[config.mk]
export PLATFORM = sky130hd
export DESIGN_NAME = adaptive_acceptance_temperature_tuner
export DESIGN_NICKNAME = d
export VERILOG_FILES = /design/src/design/aatt_pkg.sv /design/src/design/aatt_ctrl.sv /design/src/design/aatt_dp.sv /design/src/design/adaptive_acceptance_temperature_tuner.sv
export SDC_FILE = /design/constraint.sdc
export NUM_CORES = 1
export LEC_CHECK = 0
export ABC_AREA = 1
export BUFFER_PORTS_ARGS = -buffer_cell sky130_fd_sc_hd__clkbuf_2
export CAP_MARGIN = 30
export CORE_MARGIN = 4
export CORE_UTILIZATION = 26
export CTS_BUF_LIST = sky130_fd_sc_hd__clkbuf_4 sky130_fd_sc_hd__clkbuf_8 sky130_fd_sc_hd__clkbuf_16
export DETAILED_ROUTE_END_ITERATION = 8
export GPL_TIMING_DRIVEN = 1
export HOLD_SLACK_MARGIN = 0.02
export PLACE_DENSITY_LB_ADDON = 0.12
export SYNTH_ARGS = -nofsm -noshare
export SYNTH_HDL_FRONTEND = slang
export SYNTH_SLANG_ARGS = --single-unit
[constraint.sdc]
create_clock -name clk -period 17.3 [get_ports clk]
set_input_delay 3.46 -clock clk [delete_from_list [all_inputs] [get_ports clk]]
set_output_delay 3.46 -clock clk [all_outputs]
set_load 0.005 [all_outputs]
[src/design/aatt_pkg.sv]
// ----------------------------------------------------------------------------
// aatt_pkg: shared types and constants of the acceptance temperature tuner
// Widths, fixed-point constants, register indexes and the control bundles
// between the controller and the datapath.
// ----------------------------------------------------------------------------
package aatt_pkg;

  // outcome window
  localparam int WINDOW_DEPTH = 32;
  localparam int WIN_IDX_W    = $clog2(WINDOW_DEPTH);
  localparam int LEN_W        = $clog2(WINDOW_DEPTH + 1);

  // field widths
  localparam int SCALAR_FRAC_BITS = 32;
  localparam int SCALAR_W         = 48;
  localparam int PCT_W            = 15;
  localparam int COUNT_W          = 32;
  localparam int WARMUP_W         = 8;
  localparam int CFG_LEN_W        = 6;

  // configuration port
  localparam int CFG_IDX_W  = 3;
  localparam int CFG_DATA_W = 48;

  localparam logic [CFG_IDX_W-1:0] REG_DESIRED  = CFG_IDX_W'(0);
  localparam logic [CFG_IDX_W-1:0] REG_WARMUP   = CFG_IDX_W'(1);
  localparam logic [CFG_IDX_W-1:0] REG_ADJUST   = CFG_IDX_W'(2);
  localparam logic [CFG_IDX_W-1:0] REG_CONVERGE = CFG_IDX_W'(3);
  localparam logic [CFG_IDX_W-1:0] REG_INIT_SCL = CFG_IDX_W'(4);

  // reset values
  localparam logic [PCT_W-1:0]     DESIRED_RESET  = PCT_W'(8525);
  localparam logic [WARMUP_W-1:0]  WARMUP_RESET   = WARMUP_W'(6);
  localparam logic [CFG_LEN_W-1:0] ADJUST_RESET   = CFG_LEN_W'(10);
  localparam logic [CFG_LEN_W-1:0] CONVERGE_RESET = CFG_LEN_W'(30);
  localparam logic [SCALAR_W-1:0]  SCALAR_RESET   = SCALAR_W'(1) << SCALAR_FRAC_BITS;

  // fixed-point constants
  localparam logic [PCT_W-1:0] PCT_FULL = PCT_W'(25600);
  localparam int               GAIN_DEN = 32000;
  localparam int               CONV_TOL = 12800;

  // shared restoring divider
  localparam int DIV_NUM_W     = 64;
  localparam int DIV_DEN_W     = 16;
  localparam int DIV_CNT_W     = $clog2(DIV_NUM_W + 1);
  localparam int PCT_NUM_W     = 20;
  localparam int PCT_DIV_STEPS = PCT_NUM_W;
  localparam int SCL_DIV_STEPS = DIV_NUM_W;
  localparam int CONV_W        = 20;

  typedef struct packed {
    logic accept;
    logic scan_step;
    logic pct_load;
    logic scl_load;
    logic div_step;
    logic pct_store;
    logic scl_store;
    logic out_load;
  } aatt_cmd_t;

  typedef struct packed {
    logic adapt;
    logic scan_last;
    logic div_done;
  } aatt_sts_t;

  typedef enum logic [8:0] {
    ST_IDLE      = 9'b000000001,
    ST_SCAN      = 9'b000000010,
    ST_PCT_LOAD  = 9'b000000100,
    ST_PCT_DIV   = 9'b000001000,
    ST_PCT_STORE = 9'b000010000,
    ST_SCL_LOAD  = 9'b000100000,
    ST_SCL_DIV   = 9'b001000000,
    ST_SCL_STORE = 9'b010000000,
    ST_DONE      = 9'b100000000
  } aatt_state_t;

  // window length register clamped to 1..WINDOW_DEPTH
  function automatic logic [LEN_W-1:0] clamp_len(input logic [CFG_LEN_W-1:0] v);
    logic [LEN_W-1:0] r;
    if (v == '0) begin
      r = LEN_W'(1);
    end else if (int'(v) > WINDOW_DEPTH) begin
      r = LEN_W'(WINDOW_DEPTH);
    end else begin
      r = LEN_W'(v);
    end
    return r;
  endfunction

  // count times 25600 as shifts and adds
  function automatic logic [CONV_W-1:0] times_full(input logic [LEN_W-1:0] c);
    logic [CONV_W-1:0] w;
    w = CONV_W'(c);
    return (w << 14) + (w << 13) + (w << 10);
  endfunction

endpackage

[src/design/aatt_ctrl.sv]
// ----------------------------------------------------------------------------
// aatt_ctrl: sequencer of the acceptance temperature tuner
// Steps one trial through window scan, percent divide and scalar divide
// (adapting trials only) and the output register handoff.
// ----------------------------------------------------------------------------
module aatt_ctrl (
  input  logic               clk,
  input  logic               rst_n,
  input  logic               in_valid,
  output logic               in_ready,
  output logic               out_valid,
  input  logic               out_ready,
  input  aatt_pkg::aatt_sts_t sts,
  output aatt_pkg::aatt_cmd_t cmd
);

  aatt_pkg::aatt_state_t state_r, state_nxt;
  logic                  out_valid_r, out_valid_nxt;

  assign in_ready  = (state_r == aatt_pkg::ST_IDLE);
  assign out_valid = out_valid_r;

  always_comb begin
    state_nxt = state_r;
    cmd       = '0;
    case (state_r)
      aatt_pkg::ST_IDLE: begin
        if (in_valid) begin
          cmd.accept = 1'b1;
          state_nxt  = sts.adapt ? aatt_pkg::ST_SCAN : aatt_pkg::ST_DONE;
        end
      end
      aatt_pkg::ST_SCAN: begin
        cmd.scan_step = 1'b1;
        if (sts.scan_last) state_nxt = aatt_pkg::ST_PCT_LOAD;
      end
      aatt_pkg::ST_PCT_LOAD: begin
        cmd.pct_load = 1'b1;
        state_nxt    = aatt_pkg::ST_PCT_DIV;
      end
      aatt_pkg::ST_PCT_DIV: begin
        if (sts.div_done) state_nxt = aatt_pkg::ST_PCT_STORE;
        else cmd.div_step = 1'b1;
      end
      aatt_pkg::ST_PCT_STORE: begin
        cmd.pct_store = 1'b1;
        state_nxt     = aatt_pkg::ST_SCL_LOAD;
      end
      aatt_pkg::ST_SCL_LOAD: begin
        cmd.scl_load = 1'b1;
        state_nxt    = aatt_pkg::ST_SCL_DIV;
      end
      aatt_pkg::ST_SCL_DIV: begin
        if (sts.div_done) state_nxt = aatt_pkg::ST_SCL_STORE;
        else cmd.div_step = 1'b1;
      end
      aatt_pkg::ST_SCL_STORE: begin
        cmd.scl_store = 1'b1;
        state_nxt     = aatt_pkg::ST_DONE;
      end
      aatt_pkg::ST_DONE: begin
        if (!out_valid_r || out_ready) begin
          cmd.out_load = 1'b1;
          state_nxt    = aatt_pkg::ST_IDLE;
        end
      end
      default: state_nxt = aatt_pkg::ST_IDLE;
    endcase
  end

  always_comb begin
    out_valid_nxt = out_valid_r;
    if (cmd.out_load) out_valid_nxt = 1'b1;
    else if (out_ready) out_valid_nxt = 1'b0;
  end

  always_ff @(posedge clk) begin
    if (!rst_n) begin
      state_r     <= aatt_pkg::ST_IDLE;
      out_valid_r <= 1'b0;
    end else begin
      state_r     <= state_nxt;
      out_valid_r <= out_valid_nxt;
    end
  end

endmodule

[src/design/aatt_dp.sv]
// ----------------------------------------------------------------------------
// aatt_dp: datapath of the acceptance temperature tuner
// Config registers, outcome window, counters, serial window scan, shared
// restoring divider and the output register.
// ----------------------------------------------------------------------------
module aatt_dp (
  input  logic                                 clk,
  input  logic                                 rst_n,
  input  logic                                 cfg_we,
  input  logic [aatt_pkg::CFG_IDX_W-1:0]       cfg_index,
  input  logic [aatt_pkg::CFG_DATA_W-1:0]      cfg_wdata,
  input  logic                                 in_delta_negative,
  input  logic                                 in_trial_accepted,
  input  aatt_pkg::aatt_cmd_t                  cmd,
  output aatt_pkg::aatt_sts_t                  sts,
  output logic [aatt_pkg::SCALAR_W-1:0]        out_temperature_scalar,
  output logic [aatt_pkg::PCT_W-1:0]           out_recent_accept_pct,
  output logic                                 out_is_converged,
  output logic [aatt_pkg::COUNT_W-1:0]         out_negative_trials
);

  // configuration
  logic [aatt_pkg::PCT_W-1:0]     desired_r;
  logic [aatt_pkg::WARMUP_W-1:0]  warmup_r;
  logic [aatt_pkg::CFG_LEN_W-1:0] adjust_r;
  logic [aatt_pkg::CFG_LEN_W-1:0] converge_r;

  // tuner state
  logic [aatt_pkg::WINDOW_DEPTH-1:0] window_r;
  logic [aatt_pkg::LEN_W-1:0]        fill_r;
  logic [aatt_pkg::COUNT_W-1:0]      count_r;
  logic [aatt_pkg::SCALAR_W-1:0]     scalar_r;
  logic [aatt_pkg::PCT_W-1:0]        pct_r;
  logic                              conv_r;

  // scan and divider
  logic [aatt_pkg::WIN_IDX_W-1:0] idx_r;
  logic [aatt_pkg::LEN_W-1:0]     ones_adj_r;
  logic [aatt_pkg::LEN_W-1:0]     ones_conv_r;
  logic [aatt_pkg::DIV_NUM_W-1:0] num_r, num_nxt;
  logic [aatt_pkg::DIV_DEN_W-1:0] den_r;
  logic [aatt_pkg::DIV_DEN_W-1:0] rem_r, rem_nxt;
  logic [aatt_pkg::DIV_CNT_W-1:0] div_cnt_r;

  logic [aatt_pkg::LEN_W-1:0]     clen, alen, n_len, scan_len;
  logic [aatt_pkg::PCT_W-1:0]     des;
  logic [aatt_pkg::COUNT_W-1:0]   count_inc;
  logic [aatt_pkg::LEN_W-1:0]     fill_upd;
  logic                           bit_sel;
  logic [aatt_pkg::PCT_NUM_W-1:0] pct_num;
  logic [aatt_pkg::DIV_DEN_W:0]   rem_sh;
  logic                           rem_ge;
  logic [aatt_pkg::DIV_DEN_W:0]   den_full;
  logic [aatt_pkg::DIV_NUM_W-1:0] scl_ext, scl_num;
  logic [aatt_pkg::SCALAR_W-1:0]  scl_q;
  logic [aatt_pkg::CONV_W-1:0]    conv_have, conv_want, conv_diff;

  assign clen  = aatt_pkg::clamp_len(converge_r);
  assign alen  = aatt_pkg::clamp_len(adjust_r);
  assign des   = (desired_r > aatt_pkg::PCT_FULL) ? aatt_pkg::PCT_FULL : desired_r;
  assign n_len = (fill_r < alen) ? fill_r : alen;
  assign scan_len = (n_len > clen) ? n_len : clen;

  // saturating count and fill as they stand after this trial
  assign count_inc = (&count_r) ? count_r : count_r + aatt_pkg::COUNT_W'(1);
  assign fill_upd  = (fill_r > clen - aatt_pkg::LEN_W'(1)) ? clen
                                                           : fill_r + aatt_pkg::LEN_W'(1);

  assign sts.adapt     = in_delta_negative &&
                         (count_inc >= aatt_pkg::COUNT_W'(warmup_r));
  assign sts.scan_last = (aatt_pkg::LEN_W'(idx_r) == scan_len - aatt_pkg::LEN_W'(1));
  assign sts.div_done  = (div_cnt_r == '0);

  assign bit_sel = window_r[idx_r];

  // restoring divide step
  assign rem_sh  = {rem_r, num_r[aatt_pkg::DIV_NUM_W-1]};
  assign rem_ge  = (rem_sh >= {1'b0, den_r});
  assign rem_nxt = rem_ge ? aatt_pkg::DIV_DEN_W'(rem_sh - {1'b0, den_r})
                          : aatt_pkg::DIV_DEN_W'(rem_sh);
  assign num_nxt = {num_r[aatt_pkg::DIV_NUM_W-2:0], rem_ge};

  // ones * 25600 + n / 2
  assign pct_num = aatt_pkg::times_full(ones_adj_r) +
                   aatt_pkg::PCT_NUM_W'(n_len >> 1);

  // den = 32000 + pct - desired, always within 6400..57600
  assign den_full = (aatt_pkg::DIV_DEN_W+1)'(aatt_pkg::GAIN_DEN) +
                    (aatt_pkg::DIV_DEN_W+1)'(pct_r) - (aatt_pkg::DIV_DEN_W+1)'(des);
  // scalar * 32000 as (s << 15) - (s << 9) - (s << 8), plus den / 2
  assign scl_ext = aatt_pkg::DIV_NUM_W'(scalar_r);
  assign scl_num = (scl_ext << 15) - (scl_ext << 9) - (scl_ext << 8) +
                   aatt_pkg::DIV_NUM_W'(den_full >> 1);

  // saturate to 48 bits, clamp to one lsb
  always_comb begin
    if (|num_r[aatt_pkg::DIV_NUM_W-1:aatt_pkg::SCALAR_W]) begin
      scl_q = '1;
    end else if (num_r[aatt_pkg::SCALAR_W-1:0] == '0) begin
      scl_q = aatt_pkg::SCALAR_W'(1);
    end else begin
      scl_q = num_r[aatt_pkg::SCALAR_W-1:0];
    end
  end

  // convergence distance |ones*25600 - desired*len|
  assign conv_have = aatt_pkg::times_full(ones_conv_r);
  assign conv_want = aatt_pkg::CONV_W'(des) * aatt_pkg::CONV_W'(clen);
  assign conv_diff = (conv_have >= conv_want) ? conv_have - conv_want
                                              : conv_want - conv_have;

  // configuration and tuner state
  always_ff @(posedge clk) begin
    if (!rst_n) begin
      desired_r  <= aatt_pkg::DESIRED_RESET;
      warmup_r   <= aatt_pkg::WARMUP_RESET;
      adjust_r   <= aatt_pkg::ADJUST_RESET;
      converge_r <= aatt_pkg::CONVERGE_RESET;
      window_r   <= '0;
      fill_r     <= '0;
      count_r    <= '0;
      scalar_r   <= aatt_pkg::SCALAR_RESET;
      pct_r      <= '0;
      conv_r     <= 1'b0;
    end else begin
      if (cfg_we) begin
        case (cfg_index)
          aatt_pkg::REG_DESIRED:  desired_r  <= cfg_wdata[aatt_pkg::PCT_W-1:0];
          aatt_pkg::REG_WARMUP:   warmup_r   <= cfg_wdata[aatt_pkg::WARMUP_W-1:0];
          aatt_pkg::REG_ADJUST:   adjust_r   <= cfg_wdata[aatt_pkg::CFG_LEN_W-1:0];
          aatt_pkg::REG_CONVERGE: converge_r <= cfg_wdata[aatt_pkg::CFG_LEN_W-1:0];
          aatt_pkg::REG_INIT_SCL: begin
            scalar_r <= (cfg_wdata[aatt_pkg::SCALAR_W-1:0] == '0)
                        ? aatt_pkg::SCALAR_W'(1) : cfg_wdata[aatt_pkg::SCALAR_W-1:0];
          end
          default: ;
        endcase
      end
      if (cmd.accept && in_delta_negative) begin
        count_r  <= count_inc;
        window_r <= {window_r[aatt_pkg::WINDOW_DEPTH-2:0], in_trial_accepted};
        fill_r   <= fill_upd;
        if (!sts.adapt) conv_r <= 1'b0;
      end
      if (cmd.pct_store) begin
        pct_r <= num_r[aatt_pkg::PCT_W-1:0];
        if (fill_r == clen && conv_diff <= aatt_pkg::CONV_W'(aatt_pkg::CONV_TOL)) begin
          conv_r <= 1'b1;
        end
      end
      if (cmd.scl_store) scalar_r <= scl_q;
    end
  end

  // window scan and divider
  always_ff @(posedge clk) begin
    if (!rst_n) begin
      idx_r       <= '0;
      ones_adj_r  <= '0;
      ones_conv_r <= '0;
      div_cnt_r   <= '0;
    end else begin
      if (cmd.accept) begin
        idx_r       <= '0;
        ones_adj_r  <= '0;
        ones_conv_r <= '0;
      end else if (cmd.scan_step) begin
        idx_r <= idx_r + aatt_pkg::WIN_IDX_W'(1);
        if (bit_sel && aatt_pkg::LEN_W'(idx_r) < n_len) begin
          ones_adj_r <= ones_adj_r + aatt_pkg::LEN_W'(1);
        end
        if (bit_sel && aatt_pkg::LEN_W'(idx_r) < clen) begin
          ones_conv_r <= ones_conv_r + aatt_pkg::LEN_W'(1);
        end
      end
      if (cmd.pct_load) begin
        div_cnt_r <= aatt_pkg::DIV_CNT_W'(aatt_pkg::PCT_DIV_STEPS);
      end else if (cmd.scl_load) begin
        div_cnt_r <= aatt_pkg::DIV_CNT_W'(aatt_pkg::SCL_DIV_STEPS);
      end else if (cmd.div_step) begin
        div_cnt_r <= div_cnt_r - aatt_pkg::DIV_CNT_W'(1);
      end
    end
  end

  always_ff @(posedge clk) begin
    if (cmd.pct_load) begin
      num_r <= {pct_num, (aatt_pkg::DIV_NUM_W-aatt_pkg::PCT_NUM_W)'(0)};
      den_r <= aatt_pkg::DIV_DEN_W'(n_len);
      rem_r <= '0;
    end else if (cmd.scl_load) begin
      num_r <= scl_num;
      den_r <= aatt_pkg::DIV_DEN_W'(den_full);
      rem_r <= '0;
    end else if (cmd.div_step) begin
      num_r <= num_nxt;
      rem_r <= rem_nxt;
    end
  end

  // output register
  always_ff @(posedge clk) begin
    if (cmd.out_load) begin
      out_temperature_scalar <= scalar_r;
      out_recent_accept_pct  <= pct_r;
      out_is_converged       <= conv_r;
      out_negative_trials    <= count_r;
    end
  end

endmodule

[src/design/adaptive_acceptance_temperature_tuner.sv]
// ----------------------------------------------------------------------------
// adaptive_acceptance_temperature_tuner: acceptance-rate temperature tuner
// Tracks Metropolis trial outcomes and adapts a Q16.32 temperature scalar.
// ----------------------------------------------------------------------------
// usage
//   in channel: one beat per trial (delta_negative, trial_accepted), in_ready
//     is high while the sequencer is idle
//   out channel: one beat per trial with scalar, recent percent, converged
//     flag and saturating negative trial count, held in an output register
//   cfg port: cfg_we/cfg_index/cfg_wdata, write only while the block is idle;
//     writing initial_scalar reloads the scalar at once
//   sequence: a non-negative or pre-warm-up trial goes from acceptance
//     straight to the output register; an adapting trial first scans L
//     window bits, L being the larger of the averaged length and the
//     converge length (1..32), then runs the percent and scalar divides
//   throughput: one trial at a time; the time is set by the serial window
//     scan (one bit a cycle) and the shared restoring divider (one quotient
//     bit a cycle: 20 steps for the percent, 64 for the scalar)
//   stall: the next trial is taken while a result waits in the output
//     register; the sequencer holds in its final state until the slot frees
//   reset: synchronous active-low rst_n restores register defaults, empties
//     the window and sets the scalar to 1.0
// ----------------------------------------------------------------------------
module adaptive_acceptance_temperature_tuner (
  input  logic                            clk,
  input  logic                            rst_n,
  // configuration write port
  input  logic                            cfg_we,
  input  logic [aatt_pkg::CFG_IDX_W-1:0]  cfg_index,
  input  logic [aatt_pkg::CFG_DATA_W-1:0] cfg_wdata,
  // trial input
  input  logic                            in_valid,
  output logic                            in_ready,
  input  logic                            in_delta_negative,
  input  logic                            in_trial_accepted,
  // result output
  output logic                            out_valid,
  input  logic                            out_ready,
  output logic [aatt_pkg::SCALAR_W-1:0]   out_temperature_scalar,
  output logic [aatt_pkg::PCT_W-1:0]      out_recent_accept_pct,
  output logic                            out_is_converged,
  output logic [aatt_pkg::COUNT_W-1:0]    out_negative_trials
);

  aatt_pkg::aatt_cmd_t cmd;
  aatt_pkg::aatt_sts_t sts;

  // sequencer: walks a trial through scan, two divides (adapting trials only) and the output slot
  aatt_ctrl u_ctrl (
    .clk       (clk),
    .rst_n     (rst_n),
    .in_valid  (in_valid),
    .in_ready  (in_ready),
    .out_valid (out_valid),
    .out_ready (out_ready),
    .sts       (sts),
    .cmd       (cmd)
  );

  // datapath: window, counters, divider and output register
  aatt_dp u_dp (
    .clk                    (clk),
    .rst_n                  (rst_n),
    .cfg_we                 (cfg_we),
    .cfg_index              (cfg_index),
    .cfg_wdata              (cfg_wdata),
    .in_delta_negative      (in_delta_negative),
    .in_trial_accepted      (in_trial_accepted),
    .cmd                    (cmd),
    .sts                    (sts),
    .out_temperature_scalar (out_temperature_scalar),
    .out_recent_accept_pct  (out_recent_accept_pct),
    .out_is_converged       (out_is_converged),
    .out_negative_trials    (out_negative_trials)
  );

`ifndef SYNTH
  // the scalar is clamped to one lsb, never zero
  a_scalar_nonzero: assert property (@(posedge clk) disable iff (!rst_n)
    out_valid |-> (out_temperature_scalar != '0))
    else $error("temperature scalar reached zero");

  // percent never exceeds full scale
  a_pct_range: assert property (@(posedge clk) disable iff (!rst_n)
    out_valid |-> (out_recent_accept_pct <= aatt_pkg::PCT_FULL))
    else $error("recent percent above full scale");

  // one trial at a time: the beat just taken blocks the next
  a_one_in_flight: assert property (@(posedge clk) disable iff (!rst_n)
    (in_valid && in_ready) |=> !in_ready)
    else $error("second trial taken while one is in flight");
`endif

endmodule
==> metrics.md <==
| Metric | Value |
|---|---|
| Synth Area in Adders | `18.20%` |
| Crit path time final | `8.115 ns` |
| Gr ovfl total | `0` |
| Row Count | `125` |
| Synth Area in Simple Gates | `20.66%` |
| Reg2Reg Depth | `41` |
| Final HPWL DP | `87.24 mm` |
| Max-cap viol count | `0` |
| Antenna violations before repair | `7` |
| Largest cells by area after synthesis | `dfxtp_1 (18%), edfxtp_1 (12%), ha_1 (11%), inv_1 (8.8%), nand2_1 (8.4%)` |
| Status | `finished clean` |
| Synth top area share | `17.95%` |
| WS Path Type | `reg2reg` |
| Mapped Cells | `4128` |
| Max incr delay on CP | `0.56 ns` |
| Clock-pin slew on the worst setup and hold paths | `0.07 ns` |
| Io pins | `156` |
| Setup TNS | `0 ns` |
| Max Slew Vio Count | `0` |
| Clock Path Buffers | `3` |
| Maximum clock frequency | `123.2 MHz` |
| P&R area growth vs syn | `14.29%` |
| Startpoint class of the critical path | `flop` |
| Dominant synthesized flop cell | `dfxtp_1` |
| Post-synthesis register bit count | `395` |
| Register area share after synthesis | `29.99%` |
| Inst Count DP | `5722` |
| Rel. slew slack | `36.70%` |
| Ys async rst share | `0%` |
| H-tree Lvls | `2` |
| Layout Skew | `0.03174 ns` |
| Syn avg cell area | `7.374 µm²` |
| Xor/xnor share of the synthesized area | `2.733%` |
| CP Capture Type | `flop` |
| Final setup violation count | `0` |
| Post-synth EDFFs | `122` |
| Fin crit share | `46.91%` |
| Die width | `350.2 µm` |
| DR DRC count | `0` |
| Vias in the first global route | `26930` |
| Multiplexer share of the synthesized area | `0.03288%` |
| Netlist Area Pre-Place | `30440 µm²` |
| Total Nets Final | `4688` |
| GP Congestion | `0.8883` |
| Hold-fix buffers, CTS | `0` |
| Inserted Clock Buffers | `51` |
| Post-CTS setup buffers | `0` |
| Via count | `27660` |
| Commonest non-fill, non-tap cell in the layout | `inv_1` |
| RSZ-0062 raised after global routing | `no` |
| Hold depth | `0` |
| Root buffer cell | `clkbuf_16` |
| Tightest Pin Transition | `0.9395 ns` |
| Synth unique cells | `68` |
| Fill count | `12750` |
| Largest family of logic cells by synthesized area | `simple AND/OR/NAND/NOR gates` |
| DRT iter0 DRCs | `1976` |
| PwrDens | `119.5 nW/µm²` |
| Worst vdd ir | `0.07148 mV` |
| Syn nets | `4564` |
| Core area | `116200 µm²` |
| Min Hold Slack | `0.4354 ns` |
| CTS resizes | `0` |
| Worst-Skew Late Latency | `0.65 ns` |
| DR vias/cell | `4.752` |
| Routed wire length | `110.9 mm` |
| Synth Area in Compound Gates | `17.78%` |
| Share of cells above drive strength 1 | `8.545%` |
| Final ANT Viol Nets | `0` |
| Non-filler cells, final | `5821` |
| Final Hold Vio Count | `0` |
| LEAKAGE | `0.01658 µW` |
| Initial cell density of the core | `26.20%` |
| Leading area contributor after synthesis | `dfxtp_1` |
| CP max stage cell | `clkinv_1` |
| Critical path peak fanout | `18` |
| CP most frequent cell | `nand2_1` |
| Largest net degree at the start of global routing | `91` |
| 1st-pass router iterations | `5` |
| Sinks on Clock Net | `395` |
| Die area | `122600 µm²` |
| Most frequent cells in the layout | `inv_1 (713), nand2_1 (681), nor2_1 (408)` |
| GRT Resource Usage Total | `17.84%` |
| Worst Path Arrival | `8.69 ns` |
| CTS tree | `done` |
| Ys Warns | `0` |
| Hold crit path type | `reg2reg` |
| Wire length per cell | `19.05 µm` |
| First-pass GRT wire length | `168.2 mm` |
| Die Ht | `350.2 µm` |
| Req. time, crit path | `17.88 ns` |
| IO Port Bufs | `155` |
worst max-delay path, delay by kind of cell, from the launching register on:
family	cells	cell delay (ns)
xor gates and xnor gates	1	0.22
AOI/OAI and AO/OA	9	1.61
buffers and inverters	6	1.32
and+or+nand+nor	20	2.22
DFF	1	0.46
adders and majority gates	5	2.16
worst paths after layout:
path                              startpoint                                        to  slack, ns
max reg2reg  u_dp.converge_r[5]$_SDFFE_PN0P_                    u_dp.conv_r$_SDFF_PN0_       9.19
max          u_dp.converge_r[5]$_SDFFE_PN0P_                    u_dp.conv_r$_SDFF_PN0_       9.19
min              u_dp.pct_r[11]$_SDFFE_PN0P_  u_dp.out_recent_accept_pct[11]$_DFFE_PP_       0.44
min reg2reg      u_dp.pct_r[11]$_SDFFE_PN0P_  u_dp.out_recent_accept_pct[11]$_DFFE_PP_       0.44
report_power, final:
group / switching (µW) / internal, µW
clock network: 468 / 713
registers: 94.2 / 1060
logic: 1230 / 589
total: 1800 / 2360
cell type report:
| cell class | instances | area (µm²) | area share [%] |
|---|---|---|---|
| inverter | 730 | 2740 | 7.876 |
| clock buffer | 67 | 1444 | 4.150 |
| clock inverter | 29 | 400.4 | 1.151 |
| timing repair buffer | 187 | 1031 | 2.963 |
| multi-input combinational | 2887 | 18130 | 52.13 |
| tap | 1524 | 1907 | 5.481 |
| sequential | 395 | 9129 | 26.24 |
| antenna | 2 | 5.005 | 0.01439 |
per-stage QoR:
step / utilization (%) / instance area, µm² / setup slack (ns) / total power, µW
CTS: 29.91 / 34760 / 9.239 / 4200
detailed placement: 28.32 / 32910 / 9.290 / 2987
finish: 29.94 / 34790 / 9.185 / 4159
global placement: 28.31 / 32900 / 9.442 / 3009
floorplan: - / 30440 / 3.986 / 2432
global route: 29.94 / 34790 / 8.484 / 4484
kinds of logic after synthesis:
family | count (synthesis)
AOI/OAI and AO/OA | 954
adders and majority gates | 378
muxes | 1
DFF | 395
buffers and inverters | 846
xor gates and xnor gates | 95
and+or+nand+nor | 1458
other | 1
sequential cells by signal (all words and copies together), names as in the netlist, 5 cells and up:
signal                       count
u_dp.num_r                      64
u_dp.out_temperature_scalar     48
u_dp.scalar_r                   48
u_dp.count_r                    32
u_dp.out_negative_trials        32
u_dp.window_r                   32
u_dp.den_r                      16
u_dp.rem_r                      16
u_dp.desired_r                  15
u_dp.out_recent_accept_pct      15
u_dp.pct_r                      15
u_ctrl.state_r                   9
u_dp.warmup_r                    8
u_dp.div_cnt_r                   7
u_dp.adjust_r                    6
u_dp.converge_r                  6
u_dp.fill_r                      6
u_dp.ones_adj_r                  6
u_dp.ones_conv_r                 6
u_dp.idx_r                       5
Yosys cell counts (4+ instances only):
cell,count
a211oi_1,18
a21boi_0,5
a21o_1,20
a21oi_1,371
a221oi_1,5
a22oi_1,15
a31oi_1,32
a32o_1,5
buf_1,4
buf_2,25
clkbuf_1,84
dfxtp_1,273
edfxtp_1,122
fa_1,108
ha_1,270
inv_1,713
inv_2,15
nand2_1,682
nand2_2,16
nand2_4,6
nand3_1,165
nand3_2,7
nand3b_1,8
nand4_1,50
nor2_1,408
nor2_2,9
nor3_1,43
nor4_1,33
o2111ai_1,5
o211ai_1,84
o21a_1,12
o21ai_0,314
o21ai_1,15
o21ai_2,5
o21bai_1,6
o221ai_1,10
o22ai_1,20
or2_2,9
xnor2_1,31
xor2_1,64
per-layer routing:
metal	routed length [µm]	track usage (%)	up-vias
li1	-	-	13920
met1	56310	26.49	13110
met2	47040	27.23	538
met3	5292	2.660	96
met4	2240	3.880	2
met5	10	0	-
No activity file was read; power rests on OpenSTA's default activity.
